File: src/rtl/core/bcc_pkg.sv
// ----------------------------------------------------------------------------
// bcc_pkg: CAN FD bit timing calculator package
// Shared types and constants for the bit timing divider chain.
// ----------------------------------------------------------------------------
`default_nettype none

package bcc_pkg;

  localparam int unsigned OscW   = 27;
  localparam int unsigned NRateW = 20;
  localparam int unsigned DRateW = 23;
  localparam int unsigned DenW   = 32;
  localparam int unsigned QuoW   = 10;
  localparam int unsigned CmpW   = 41;
  localparam int unsigned KW     = 4;

  localparam int unsigned InDataW  = 72;
  localparam int unsigned OutDataW = 72;

  // Number of cells in the prescaler and quanta divisions.
  localparam int unsigned PreCells = 10;
  localparam int unsigned TqCells  = 6;

  localparam int unsigned NomTqTarget  = 20;
  localparam int unsigned DataTqTarget = 10;
  localparam int unsigned DataRateMult = 4;
  localparam int unsigned BrpMaxQ      = 256;
  localparam int unsigned NomTqMin     = 8;
  localparam int unsigned NomTqMax     = 40;
  localparam int unsigned DataTqMin    = 5;
  localparam int unsigned DataTqMax    = 25;

  // One restoring division in flight.
  typedef struct packed {
    logic [OscW-1:0] rem;
    logic [DenW-1:0] den;
    logic [QuoW-1:0] quo;
  } bcc_lane_t;

  // Everything one transaction carries down the chain.
  typedef struct packed {
    logic [OscW-1:0]   osc;
    logic [NRateW-1:0] nrate;
    logic [DRateW-1:0] drate;
    logic [7:0]        nbrp;
    logic [7:0]        dbrp;
    logic              nerr;
    logic              derr;
    bcc_lane_t         nl;
    bcc_lane_t         dl;
  } bcc_ctx_t;

endpackage

`default_nettype wire

File: src/rtl/core/bcc_cell.sv
// ----------------------------------------------------------------------------
// bcc_cell: one restoring division step
// Resolves quotient bit k_i of the nominal and data divisions and passes the
// transaction to the next cell.
// ----------------------------------------------------------------------------
`default_nettype none

module bcc_cell (
  input  wire logic                   clk_i,
  input  wire logic                   rst_ni,
  input  wire logic                   en_i,
  input  wire logic [bcc_pkg::KW-1:0] k_i,
  input  wire logic                   valid_i,
  input  wire bcc_pkg::bcc_ctx_t      ctx_i,
  output logic                        valid_o,
  output bcc_pkg::bcc_ctx_t           ctx_o
);
  import bcc_pkg::*;

  logic              valid_q;
  bcc_ctx_t          ctx_q;
  bcc_ctx_t          ctx_d;
  logic [CmpW-1:0]   nsh;
  logic [CmpW-1:0]   dsh;

  // Trial subtraction of the shifted divisor in both lanes.
  always_comb begin
    ctx_d = ctx_i;
    nsh   = CmpW'(ctx_i.nl.den) << k_i;
    dsh   = CmpW'(ctx_i.dl.den) << k_i;
    if (CmpW'(ctx_i.nl.rem) >= nsh) begin
      ctx_d.nl.rem      = ctx_i.nl.rem - nsh[OscW-1:0];
      ctx_d.nl.quo[k_i] = 1'b1;
    end
    if (CmpW'(ctx_i.dl.rem) >= dsh) begin
      ctx_d.dl.rem      = ctx_i.dl.rem - dsh[OscW-1:0];
      ctx_d.dl.quo[k_i] = 1'b1;
    end
  end

  always_ff @(posedge clk_i or negedge rst_ni) begin
    if (!rst_ni) begin
      valid_q <= 1'b0;
    end else if (en_i) begin
      valid_q <= valid_i;
    end
  end

  always_ff @(posedge clk_i) begin
    if (en_i) begin
      ctx_q <= ctx_d;
    end
  end

  assign valid_o = valid_q;
  assign ctx_o   = ctx_q;

endmodule

`default_nettype wire

File: src/rtl/core/can_fd_bit_timing_calc_top.sv
// ----------------------------------------------------------------------------
// can_fd_bit_timing_calc_top: CAN FD bit timing calculator
// Computes nominal and data phase prescaler, segments and SJW per request.
// ----------------------------------------------------------------------------
// A request can enter every cycle unless the output stalls; its result passes
// through the input register, the chain of division cells (ten for the
// prescaler), the multiply register, six more cells for the quanta count and
// the output register. The whole chain holds while a result waits on the
// output and m_axis_tready_i is low.
`default_nettype none

module can_fd_bit_timing_calc_top (
  input  wire logic                          clk_i,
  input  wire logic                          rst_ni,
  input  wire logic                          s_axis_tvalid_i,
  output logic                               s_axis_tready_o,
  // osc_hz[26:0], nominal_rate[46:27], data_phase_rate[69:47]
  input  wire logic [bcc_pkg::InDataW-1:0]   s_axis_tdata_i,
  output logic                               m_axis_tvalid_o,
  input  wire logic                          m_axis_tready_i,
  // nominal_ok[0], nominal_word[32:1], data_ok[33], data_word[65:34]
  output logic [bcc_pkg::OutDataW-1:0]       m_axis_tdata_o
);
  import bcc_pkg::*;

  logic              en;
  logic              prep_valid_q;
  bcc_ctx_t          prep_ctx_q;
  bcc_ctx_t          prep_ctx_d;
  logic [DRateW-1:0] drate_sel;

  logic              pv [PreCells+1];
  bcc_ctx_t          pc [PreCells+1];
  logic              mid_valid_q;
  bcc_ctx_t          mid_ctx_q;
  bcc_ctx_t          mid_ctx_d;
  logic              tv [TqCells+1];
  bcc_ctx_t          tc [TqCells+1];

  logic              out_valid_q;
  logic [65:0]       out_q;
  logic [65:0]       out_d;

  // The chain advances unless a finished result is being held.
  assign en = !out_valid_q || m_axis_tready_i;
  assign s_axis_tready_o = en;

  // Input stage: divisors for both prescaler divisions.
  always_comb begin
    prep_ctx_d       = '0;
    prep_ctx_d.osc   = s_axis_tdata_i[26:0];
    prep_ctx_d.nrate = s_axis_tdata_i[46:27];
    drate_sel        = (s_axis_tdata_i[69:47] != '0) ? s_axis_tdata_i[69:47]
                     : DRateW'(s_axis_tdata_i[46:27] * DataRateMult);
    prep_ctx_d.drate = drate_sel;
    prep_ctx_d.nl.rem = s_axis_tdata_i[26:0];
    prep_ctx_d.nl.den = DenW'(s_axis_tdata_i[46:27] * NomTqTarget);
    prep_ctx_d.dl.rem = s_axis_tdata_i[26:0];
    prep_ctx_d.dl.den = DenW'(drate_sel * DataTqTarget);
  end

  always_ff @(posedge clk_i or negedge rst_ni) begin
    if (!rst_ni) begin
      prep_valid_q <= 1'b0;
    end else if (en) begin
      prep_valid_q <= s_axis_tvalid_i;
    end
  end

  always_ff @(posedge clk_i) begin
    if (en) begin
      prep_ctx_q <= prep_ctx_d;
    end
  end

  // Prescaler division: quotient bits 9 down to 0, bit 9 flags overflow.
  assign pv[0] = prep_valid_q;
  assign pc[0] = prep_ctx_q;

  for (genvar i = 0; i < PreCells; i++) begin : g_pre
    bcc_cell u_cell (
      .clk_i  (clk_i),
      .rst_ni (rst_ni),
      .en_i   (en),
      .k_i    (KW'(PreCells - 1 - i)),
      .valid_i(pv[i]),
      .ctx_i  (pc[i]),
      .valid_o(pv[i+1]),
      .ctx_o  (pc[i+1])
    );
  end

  // Prescaler check and the divisor rate * prescaler for the quanta count.
  always_comb begin
    mid_ctx_d      = pc[PreCells];
    mid_ctx_d.nerr = pc[PreCells].nl.quo[9] || (pc[PreCells].nl.quo == '0)
                   || (pc[PreCells].nl.quo > QuoW'(BrpMaxQ));
    mid_ctx_d.derr = pc[PreCells].dl.quo[9] || (pc[PreCells].dl.quo == '0)
                   || (pc[PreCells].dl.quo > QuoW'(BrpMaxQ));
    mid_ctx_d.nbrp = 8'(pc[PreCells].nl.quo - 1'b1);
    mid_ctx_d.dbrp = 8'(pc[PreCells].dl.quo - 1'b1);
    mid_ctx_d.nl.rem = pc[PreCells].osc;
    mid_ctx_d.nl.den = DenW'(pc[PreCells].nrate) * DenW'(pc[PreCells].nl.quo[8:0]);
    mid_ctx_d.nl.quo = '0;
    mid_ctx_d.dl.rem = pc[PreCells].osc;
    mid_ctx_d.dl.den = DenW'(pc[PreCells].drate) * DenW'(pc[PreCells].dl.quo[8:0]);
    mid_ctx_d.dl.quo = '0;
  end

  always_ff @(posedge clk_i or negedge rst_ni) begin
    if (!rst_ni) begin
      mid_valid_q <= 1'b0;
    end else if (en) begin
      mid_valid_q <= pv[PreCells];
    end
  end

  always_ff @(posedge clk_i) begin
    if (en) begin
      mid_ctx_q <= mid_ctx_d;
    end
  end

  // Quanta division: quotient bits 5 down to 0.
  assign tv[0] = mid_valid_q;
  assign tc[0] = mid_ctx_q;

  for (genvar j = 0; j < TqCells; j++) begin : g_tq
    bcc_cell u_cell (
      .clk_i  (clk_i),
      .rst_ni (rst_ni),
      .en_i   (en),
      .k_i    (KW'(TqCells - 1 - j)),
      .valid_i(tv[j]),
      .ctx_i  (tc[j]),
      .valid_o(tv[j+1]),
      .ctx_o  (tc[j+1])
    );
  end

  // Output stage: range checks, sample point split and word packing.
  always_comb begin
    logic [5:0]  tq;
    logic [5:0]  dtq;
    logic [7:0]  q5;
    logic [7:0]  d5;
    logic [6:0]  t2m;
    logic [3:0]  d2m;
    logic        nok;
    logic        dok;
    logic [31:0] nword;
    logic [31:0] dword;
    tq  = tc[TqCells].nl.quo[5:0];
    dtq = tc[TqCells].dl.quo[5:0];
    // tq * 80 / 100 equals tq * 4 / 5; tq * 820 / 1024 is exact here.
    q5  = 8'((18'(tq) * 18'd820) >> 10);
    d5  = 8'((8'(dtq) * 8'd3) >> 2);
    t2m = 7'(8'(tq) - q5 - 8'd1);
    d2m = 4'(8'(dtq) - d5 - 8'd1);
    nok = !tc[TqCells].nerr && (tq >= 6'(NomTqMin)) && (tq <= 6'(NomTqMax));
    dok = nok && !tc[TqCells].derr && (dtq >= 6'(DataTqMin))
          && (dtq <= 6'(DataTqMax));
    nword = {tc[TqCells].nbrp, 8'(q5 - 8'd2), 1'b0, t2m, 1'b0, t2m};
    dword = {tc[TqCells].dbrp, 3'b0, 5'(d5 - 8'd2), 4'b0, d2m, 4'b0, d2m};
    if (!nok) begin
      nword = '0;
    end
    if (!dok) begin
      dword = '0;
    end
    out_d = {dword, dok, nword, nok};
  end

  always_ff @(posedge clk_i or negedge rst_ni) begin
    if (!rst_ni) begin
      out_valid_q <= 1'b0;
    end else if (en) begin
      out_valid_q <= tv[TqCells];
    end
  end

  always_ff @(posedge clk_i) begin
    if (en) begin
      out_q <= out_d;
    end
  end

  assign m_axis_tvalid_o = out_valid_q;
  assign m_axis_tdata_o  = {6'b0, out_q};

`ifndef SYNTH
  // Data timing is only reported together with valid nominal timing.
  a_data_needs_nom: assert property (@(posedge clk_i) disable iff (!rst_ni)
    out_valid_q |-> (!out_q[33] || out_q[0]))
    else $error("data_ok without nominal_ok");

  // An invalid nominal result carries a zero word.
  a_nom_zero: assert property (@(posedge clk_i) disable iff (!rst_ni)
    (out_valid_q && !out_q[0]) |-> (out_q[32:1] == '0))
    else $error("invalid nominal word not zero");

  // A held result stalls the input side.
  a_stall: assert property (@(posedge clk_i) disable iff (!rst_ni)
    (out_valid_q && !m_axis_tready_i) |-> !s_axis_tready_o)
    else $error("input accepted while output stalled");
`endif

endmodule

`default_nettype wire

File: config.mk
export PLATFORM = sky130hd
export DESIGN_NAME = can_fd_bit_timing_calc_top
export DESIGN_NICKNAME = d
export VERILOG_FILES = /design/src/rtl/core/bcc_pkg.sv /design/src/rtl/core/bcc_cell.sv /design/src/rtl/core/can_fd_bit_timing_calc_top.sv
export SDC_FILE = /design/constraint.sdc
export NUM_CORES = 2
export LEC_CHECK = 0
export BUFFER_PORTS_ARGS = -buffer_cell sky130_fd_sc_hd__buf_2
export CAP_MARGIN = 20
export CORE_MARGIN = 5
export CORE_UTILIZATION = 55
export DETAILED_ROUTE_END_ITERATION = 8
export GPL_TIMING_DRIVEN = 0
export HOLD_SLACK_MARGIN = 0.1
export PLACE_DENSITY = 0.71
export SYNTH_ARGS = -nofsm -noshare
export SYNTH_HDL_FRONTEND = slang
export SYNTH_SLANG_ARGS = --single-unit
File: constraint.sdc
create_clock -name clk_i -period 111.5 [get_ports clk_i]
set_input_delay 22.3 -clock clk_i [delete_from_list [all_inputs] [get_ports clk_i]]
set_output_delay 22.3 -clock clk_i [all_outputs]
set_load 0.05 [all_outputs]
Word level (Yosys, flattened, before mapping)
Cells that the tools add are included.
- bits in writable memories: 0
- input port bits: 76
- flip-flop bits (word level): 2882
- output and inout port bits: 74
- memories kept: 0
- memory bits (read-only): 0
- latch bits: 0
- logic and storage cells: 331
- add/subtract/negate cells: 36
- bitwise gates (word level): 0
- reduce and logical (&&, ||, !) cells: 16
- shifts and indexed selects: 0
- equality and inequality tests: 0
- order comparisons: 38
- multipliers: 6
- muxes and demuxes: 29
- divide/modulo/power cells: 0
- operators with widths (cell ; count):
    $mux 27 ; 28
    $sub 27x27->27 ; 27
    $ge 27x34->1 ; 4
    $ge 27x33->1 ; 4
    $ge 27x32->1 ; 4
    $ge 27x31->1 ; 3
    $ge 27x30->1 ; 3
    $ge 27x29->1 ; 3
    $ge 27x36->1 ; 2
    $ge 27x35->1 ; 2
    $ge 27x28->1 ; 2
    $ge 27x27->1 ; 2
    $ge 27x37->1 ; 1
    $mul 23x9->32 ; 1
    $mul 20x9->29 ; 1
    $ge 27x25->1 ; 1
    $ge 27x26->1 ; 1
    $sub 27x26->27 ; 1
    $mul 23x3->26 const B ; 1
    $mul 20x3->23 const B ; 1
    $mux 23 ; 1
    $reduce_bool 23->1 ; 1
    $gt 10x9->1 const B ; 2
    $logic_not 10->1 ; 2
    16 further kinds ; 27

Longest topological paths before layout
- depth after elaboration: 6
- gate-level depth with buffers: 23
- mapped depth without buffers: 22

Cells and area by module
A second synthesis with hierarchy kept.
- cells, all modules: 20439
- area, all modules: 236116.5 um^2
- by module, submodules not included (module ; instances ; area an instance (um^2) ; sequential area each (um^2) ; cells an instance):
    bcc_cell (g_pre[0].u_cell ...) ; 9 ; 13095.1 ; 6811.5 ; 1161
    bcc_cell (g_pre[5].u_cell ...) ; 5 ; 13096.3 ; 6811.5 ; 1064
    can_fd_bit_timing_calc_top ; 1 ; 25933.6 ; 9233.9 ; 2346
    bcc_cell (g_pre[4].u_cell) ; 1 ; 13441.6 ; 6811.5 ; 1146
    bcc_cell (g_tq[5].u_cell) ; 1 ; 13404.1 ; 6811.5 ; 1178

Worst setup path after synthesis
No wires, ideal clock.
- kind: input to output
- start: input port m_axis_tready_i
- end: output port s_axis_tready_o
- data arrival time: 71.788 ns
- setup slack: 17.412 ns
- buffers on the path: 1
- data required time: 89.200 ns
- stages: 3
- cell sequence: nor2b_1 buf_1 inv_1
- cells in the longest elaborated chain, start to end: 1
- ends and longest elaborated chain (what ; line ; text):
    from (decl) ; can_fd_bit_timing_calc_top.sv:20 ; input wire logic m_axis_tready_i,
    $logic_or 1x1->1 ; can_fd_bit_timing_calc_top.sv:45 ; assign en = !out_valid_q || m_axis_tready_i;
    to (decl) ; can_fd_bit_timing_calc_top.sv:16 ; output logic s_axis_tready_o,
Every way passes these cells.

Worst setup path in the final report
Same ends and word-level chain as after synthesis.

==> report_table.html <==
<table>
<tr><th>Metric</th><th>Value</th></tr>
<tr><th colspan="2">Cells and area</th></tr>
<tr><td>Growth of design area from synthesis to finish</td><td>10.47%</td></tr>
<tr><td>Area taken by flip-flops and latches</td><td>77,230 um2</td></tr>
<tr><td>Fin cells</td><td>14,156</td></tr>
<tr><td>Multi-input gate area in the final layout</td><td>50,890 um2</td></tr>
<tr><td>Share of layout cells above drive strength 1</td><td>9.899%</td></tr>
<tr><td>Most frequent cells in the layout</td><td>2,556 x sky130_fd_sc_hd__edfxtp_1, 1,245 x sky130_fd_sc_hd__inv_1, 940 x sky130_fd_sc_hd__ha_1</td></tr>
<tr><td>Most common cell after layout, fill and taps aside</td><td>sky130_fd_sc_hd__edfxtp_1</td></tr>
<tr><td>Final-layout fill cell count</td><td>18,261</td></tr>
<tr><td>Final nets</td><td>12,083</td></tr>
<tr><td>Fraction of the core area covered by cells at the end of the flow</td><td>60.91%</td></tr>
<tr><th colspan="2">Hold path</th></tr>
<tr><td>Class of the most critical hold timing path</td><td>flop to flop</td></tr>
<tr><td>Number of cells traversed by the worst hold path</td><td>0</td></tr>
<tr><th colspan="2">Placement</th></tr>
<tr><td>Pre-CTS setup slack</td><td>64.12 ns</td></tr>
<tr><td>Half-perimeter wire length of the detailed placement result</td><td>201,800 um</td></tr>
<tr><td>Gp weighted congestion</td><td>0.9620</td></tr>
<tr><td>I/O Buffers</td><td>128</td></tr>
<tr><td>Total instance count after detailed placement</td><td>13,667</td></tr>
<tr><th colspan="2">Run</th></tr>
<tr><td>Count of maximum capacitance violations</td><td>0</td></tr>
<tr><th colspan="2">Critical path</th></tr>
<tr><td>Startpoint-to-endpoint class of the critical path</td><td>input port to primary output</td></tr>
<tr><td>Biggest fanout along the worst timing path</td><td>144</td></tr>
<tr><td>Data required time of the critical path</td><td>89.20 ns</td></tr>
<tr><td>Crit-path max cell delay</td><td>0.71 ns</td></tr>
<tr><td>Cell with the largest stage delay on the worst path</td><td>sky130_fd_sc_hd__inv_8</td></tr>
<tr><td>Cell Chain, Critical Path</td><td>buf_2 -&gt; nor2b_1 -&gt; buf_1 -&gt; inv_8 -&gt; buf_16 -&gt; buf_16 -&gt; buf_2</td></tr>
<tr><td>Crit start category</td><td>input port</td></tr>
<tr><td>Kind of end point of the critical path</td><td>primary output</td></tr>
<tr><td>Path depth of the worst reg2reg path</td><td>19</td></tr>
<tr><td>Crit path DAT</td><td>25.01 ns</td></tr>
<tr><th colspan="2">Die</th></tr>
<tr><td>Starting density of the core</td><td>55.14%</td></tr>
<tr><td>Area of the core region</td><td>242,500 um2</td></tr>
<tr><td>Die Span Y</td><td>503.1 um</td></tr>
<tr><td>Floorplan die area</td><td>253,100 um2</td></tr>
<tr><td>Die X-Extent</td><td>503.1 um</td></tr>
<tr><td>Number of ports placed on the die boundary</td><td>150</td></tr>
<tr><td>Std cell rows</td><td>181</td></tr>
<tr><th colspan="2">Detailed routing</th></tr>
<tr><td>DR pass1 iterations</td><td>6</td></tr>
<tr><td>Vias</td><td>77,254</td></tr>
<tr><td>Post-detailed-route wirelength per cell</td><td>18.76 um</td></tr>
<tr><td>ANT nets after route</td><td>0</td></tr>
<tr><td>Final routed wirelength across all metal layers</td><td>265,500 um</td></tr>
<tr><td>Remaining design rule violation count</td><td>0</td></tr>
<tr><td>Starting DRT DRC Count</td><td>4,648</td></tr>
<tr><td>Detailed-route vias per instance</td><td>5.457</td></tr>
<tr><th colspan="2">Logic synthesis</th></tr>
<tr><td>Cell area after synthesis</td><td>133,700 um2</td></tr>
<tr><td>Portion of the post-synthesis area used by sequential elements</td><td>57.75%</td></tr>
<tr><td>Average cell area after synthesis</td><td>12.99 um2</td></tr>
<tr><td>Main flop type after synthesis</td><td>sky130_fd_sc_hd__edfxtp_1</td></tr>
<tr><td>Flops &amp; latches, synth</td><td>2,575</td></tr>
<tr><td>Share of flip-flops with an asynchronous set or reset</td><td>0.7379%</td></tr>
<tr><td>Number of instances in the synthesized netlist</td><td>10,299</td></tr>
<tr><td>Number of synthesized flops with an enable pin</td><td>2,556</td></tr>
<tr><td>Synth warn</td><td>0</td></tr>
<tr><td>Unique cell type count in the Yosys netlist</td><td>116</td></tr>
<tr><th colspan="2">Clocking</th></tr>
<tr><td>Inserted Clock Buffers</td><td>286</td></tr>
<tr><td>CTS hold repair buffers</td><td>0</td></tr>
<tr><td>Clock Sinks</td><td>2,575</td></tr>
<tr><td>Skew-Pair Late Insertion Delay</td><td>0.92 ns</td></tr>
<tr><td>H-tree levels</td><td>5</td></tr>
<tr><td># resized after CTS</td><td>0</td></tr>
<tr><td># Post-CTS Setup Buffers</td><td>0</td></tr>
<tr><td>Clk root buf</td><td>sky130_fd_sc_hd__clkbuf_16</td></tr>
<tr><td>Maximum root-to-sink buffer count</td><td>4</td></tr>
<tr><td>Clock tree from TritonCTS</td><td>done</td></tr>
<tr><td>Clock edge transition at the registers on the reported setup and hold paths</td><td>0.07 ns</td></tr>
<tr><th colspan="2">STA</th></tr>
<tr><td>Fin crit period</td><td>47.31 ns</td></tr>
<tr><td>Worst clock skew</td><td>0.07609 ns</td></tr>
<tr><td>Fraction of the cycle the final worst path needs</td><td>42.43%</td></tr>
<tr><td>Relative max-transition margin</td><td>24.75%</td></tr>
<tr><td>Final count of hold timing violations</td><td>0</td></tr>
<tr><td>Slew Limit Fails</td><td>0</td></tr>
<tr><td>Worst-margin pin slew</td><td>1.118 ns</td></tr>
<tr><td>RSZ-0062 raised after global routing</td><td>no</td></tr>
<tr><td>Final setup violating endpoints</td><td>0</td></tr>
<tr><td>Peak clock frequency supported by timing</td><td>21.14 MHz</td></tr>
<tr><td>Worst Slack Setup Final</td><td>64.19 ns</td></tr>
<tr><th colspan="2">Global routing</th></tr>
<tr><td>Vias in the first global route</td><td>79,060</td></tr>
<tr><td>Largest net degree at the start of global routing</td><td>152</td></tr>
<tr><td>Wire length of the first global-routing pass</td><td>424,800 um</td></tr>
<tr><td>Number of antenna violations at the first check in global routing</td><td>6</td></tr>
<tr><td>Leftover overflow at the end of global routing</td><td>0</td></tr>
<tr><td>Total routing usage reported by global routing</td><td>21.16%</td></tr>
<tr><th colspan="2">Run status</th></tr>
<tr><td>Run status</td><td>complete, no violations</td></tr>
</table>
through the flow:
stage	hold WS [ns]	setup TNS (ns)	cell area [um2]
6_report	0.3799	0	147700
5_1_grt	0.3808	0	147700
4_1_cts	0.3778	0	147700
3_5_place_dp	0.4045	0	139000
3_3_place_gp	0.4015	-2.635	138500
2_1_floorplan	0.4003	0	133800
final cells by class:
type / count / area share (%)
flip-flops and latches: 2575 / 52.27
multi-input cells: 6300 / 34.44
clock buffers: 341 / 5.064
inverters: 1248 / 3.176
well taps: 3202 / 2.712
clock inverters: 145 / 0.8570
repair buffers: 148 / 0.7910
plain buffers: 194 / 0.6809
diodes: 3 / 0.005081
per-layer routing:
layer | part of all wire (%) | routed length [um] | GRT usage [%]
met1 | 41 | 108400 | 25.83
met2 | 50 | 132500 | 37.13
met3 | 3.7 | 9895 | 2.900
met4 | 5.5 | 14700 | 10.33
met5 | 0 | 0 | 0
path summary, 6_finish.rpt:
kind	start	endpoint	slack, ns
hold / removal	g_pre[5].u_cell.ctx_o[218]$_DFFE_PP_	g_pre[6].u_cell.ctx_o[218]$_DFFE_PP_	0.38
min in group asynchronous	rst_ni	g_pre[9].u_cell.valid_o$_DFFE_PN0P_	21.30
max in group asynchronous	rst_ni	mid_valid_q$_DFFE_PN0P_	89.91
hold reg to reg	g_pre[5].u_cell.ctx_o[218]$_DFFE_PP_	g_pre[6].u_cell.ctx_o[218]$_DFFE_PP_	0.38
setup / recovery	m_axis_tready_i	s_axis_tready_o	64.19
setup reg to reg	g_pre[9].u_cell.ctx_o[6]$_DFFE_PP_	mid_ctx_q[38]$_DFFE_PP_	104.58
critical path: cells and delay by family:
kind	cells	cell delay, ns
buffers and inverters	6	2.47
and+or+nand+nor	1	0.04
cell usage after synthesis (31+ instances only):
| cell type | n | share of area [%] |
|---|---|---|
| sky130_fd_sc_hd__fa_1 | 314 | 4.7 |
| sky130_fd_sc_hd__nor4_1 | 63 | 0.29 |
| sky130_fd_sc_hd__mux2i_1 | 39 | 0.29 |
| sky130_fd_sc_hd__a31oi_1 | 56 | 0.26 |
| sky130_fd_sc_hd__xor2_1 | 229 | 1.5 |
| sky130_fd_sc_hd__nand4_1 | 98 | 0.46 |
| sky130_fd_sc_hd__clkbuf_1 | 100 | 0.28 |
| sky130_fd_sc_hd__ha_1 | 940 | 8.8 |
| sky130_fd_sc_hd__a21boi_0 | 36 | 0.20 |
| sky130_fd_sc_hd__xnor2_1 | 363 | 2.4 |
| sky130_fd_sc_hd__buf_4 | 41 | 0.23 |
| sky130_fd_sc_hd__o211ai_1 | 31 | 0.17 |
| sky130_fd_sc_hd__or2_2 | 39 | 0.18 |
| sky130_fd_sc_hd__inv_1 | 1246 | 3.5 |
| sky130_fd_sc_hd__o31ai_1 | 36 | 0.20 |
| sky130_fd_sc_hd__o21bai_1 | 61 | 0.34 |
| sky130_fd_sc_hd__buf_2 | 37 | 0.14 |
| sky130_fd_sc_hd__nand2b_1 | 109 | 0.51 |
| sky130_fd_sc_hd__a21oi_1 | 569 | 2.1 |
| sky130_fd_sc_hd__o21ai_0 | 457 | 1.7 |
| sky130_fd_sc_hd__nand2_1 | 603 | 1.7 |
| sky130_fd_sc_hd__and2_1 | 256 | 1.2 |
| sky130_fd_sc_hd__and3_1 | 42 | 0.20 |
| sky130_fd_sc_hd__nor2_1 | 377 | 1.1 |
| sky130_fd_sc_hd__nor3_1 | 115 | 0.43 |
| sky130_fd_sc_hd__mux2_2 | 317 | 2.7 |
| sky130_fd_sc_hd__o21a_1 | 99 | 0.56 |
| sky130_fd_sc_hd__nand3_1 | 116 | 0.43 |
| sky130_fd_sc_hd__a21o_1 | 337 | 1.9 |
| sky130_fd_sc_hd__nor2b_1 | 133 | 0.62 |
| sky130_fd_sc_hd__edfxtp_1 | 2556 | 57 |
flip-flops by register name, indices dropped and copies added (netlist names):
register,cells
mid_ctx_q,106
g_pre.u_cell.ctx_o,1584
out_q,41
g_tq.u_cell.ctx_o,710
m_axis_tvalid_o,1
pc,115
g_pre.u_cell.valid_o,10
prep_valid_q,1
g_tq.u_cell.valid_o,6
mid_valid_q,1
logic make-up after synthesis:
group	count (synthesis)	synth area share, %
other	1	0.002804
buffers and inverters	1442	4.255
multiplexers	404	3.441
adder cells (fa/ha/maj)	1254	13.49
AO/OA/AOI/OAI	1957	9.369
AND/OR/NAND/NOR	2074	7.814
XOR/XNOR	592	3.877
flip-flops	2575	57.75
Power is not shown: default switching activity piles up to over one toggle a cycle in this logic, so the estimate is an artifact.
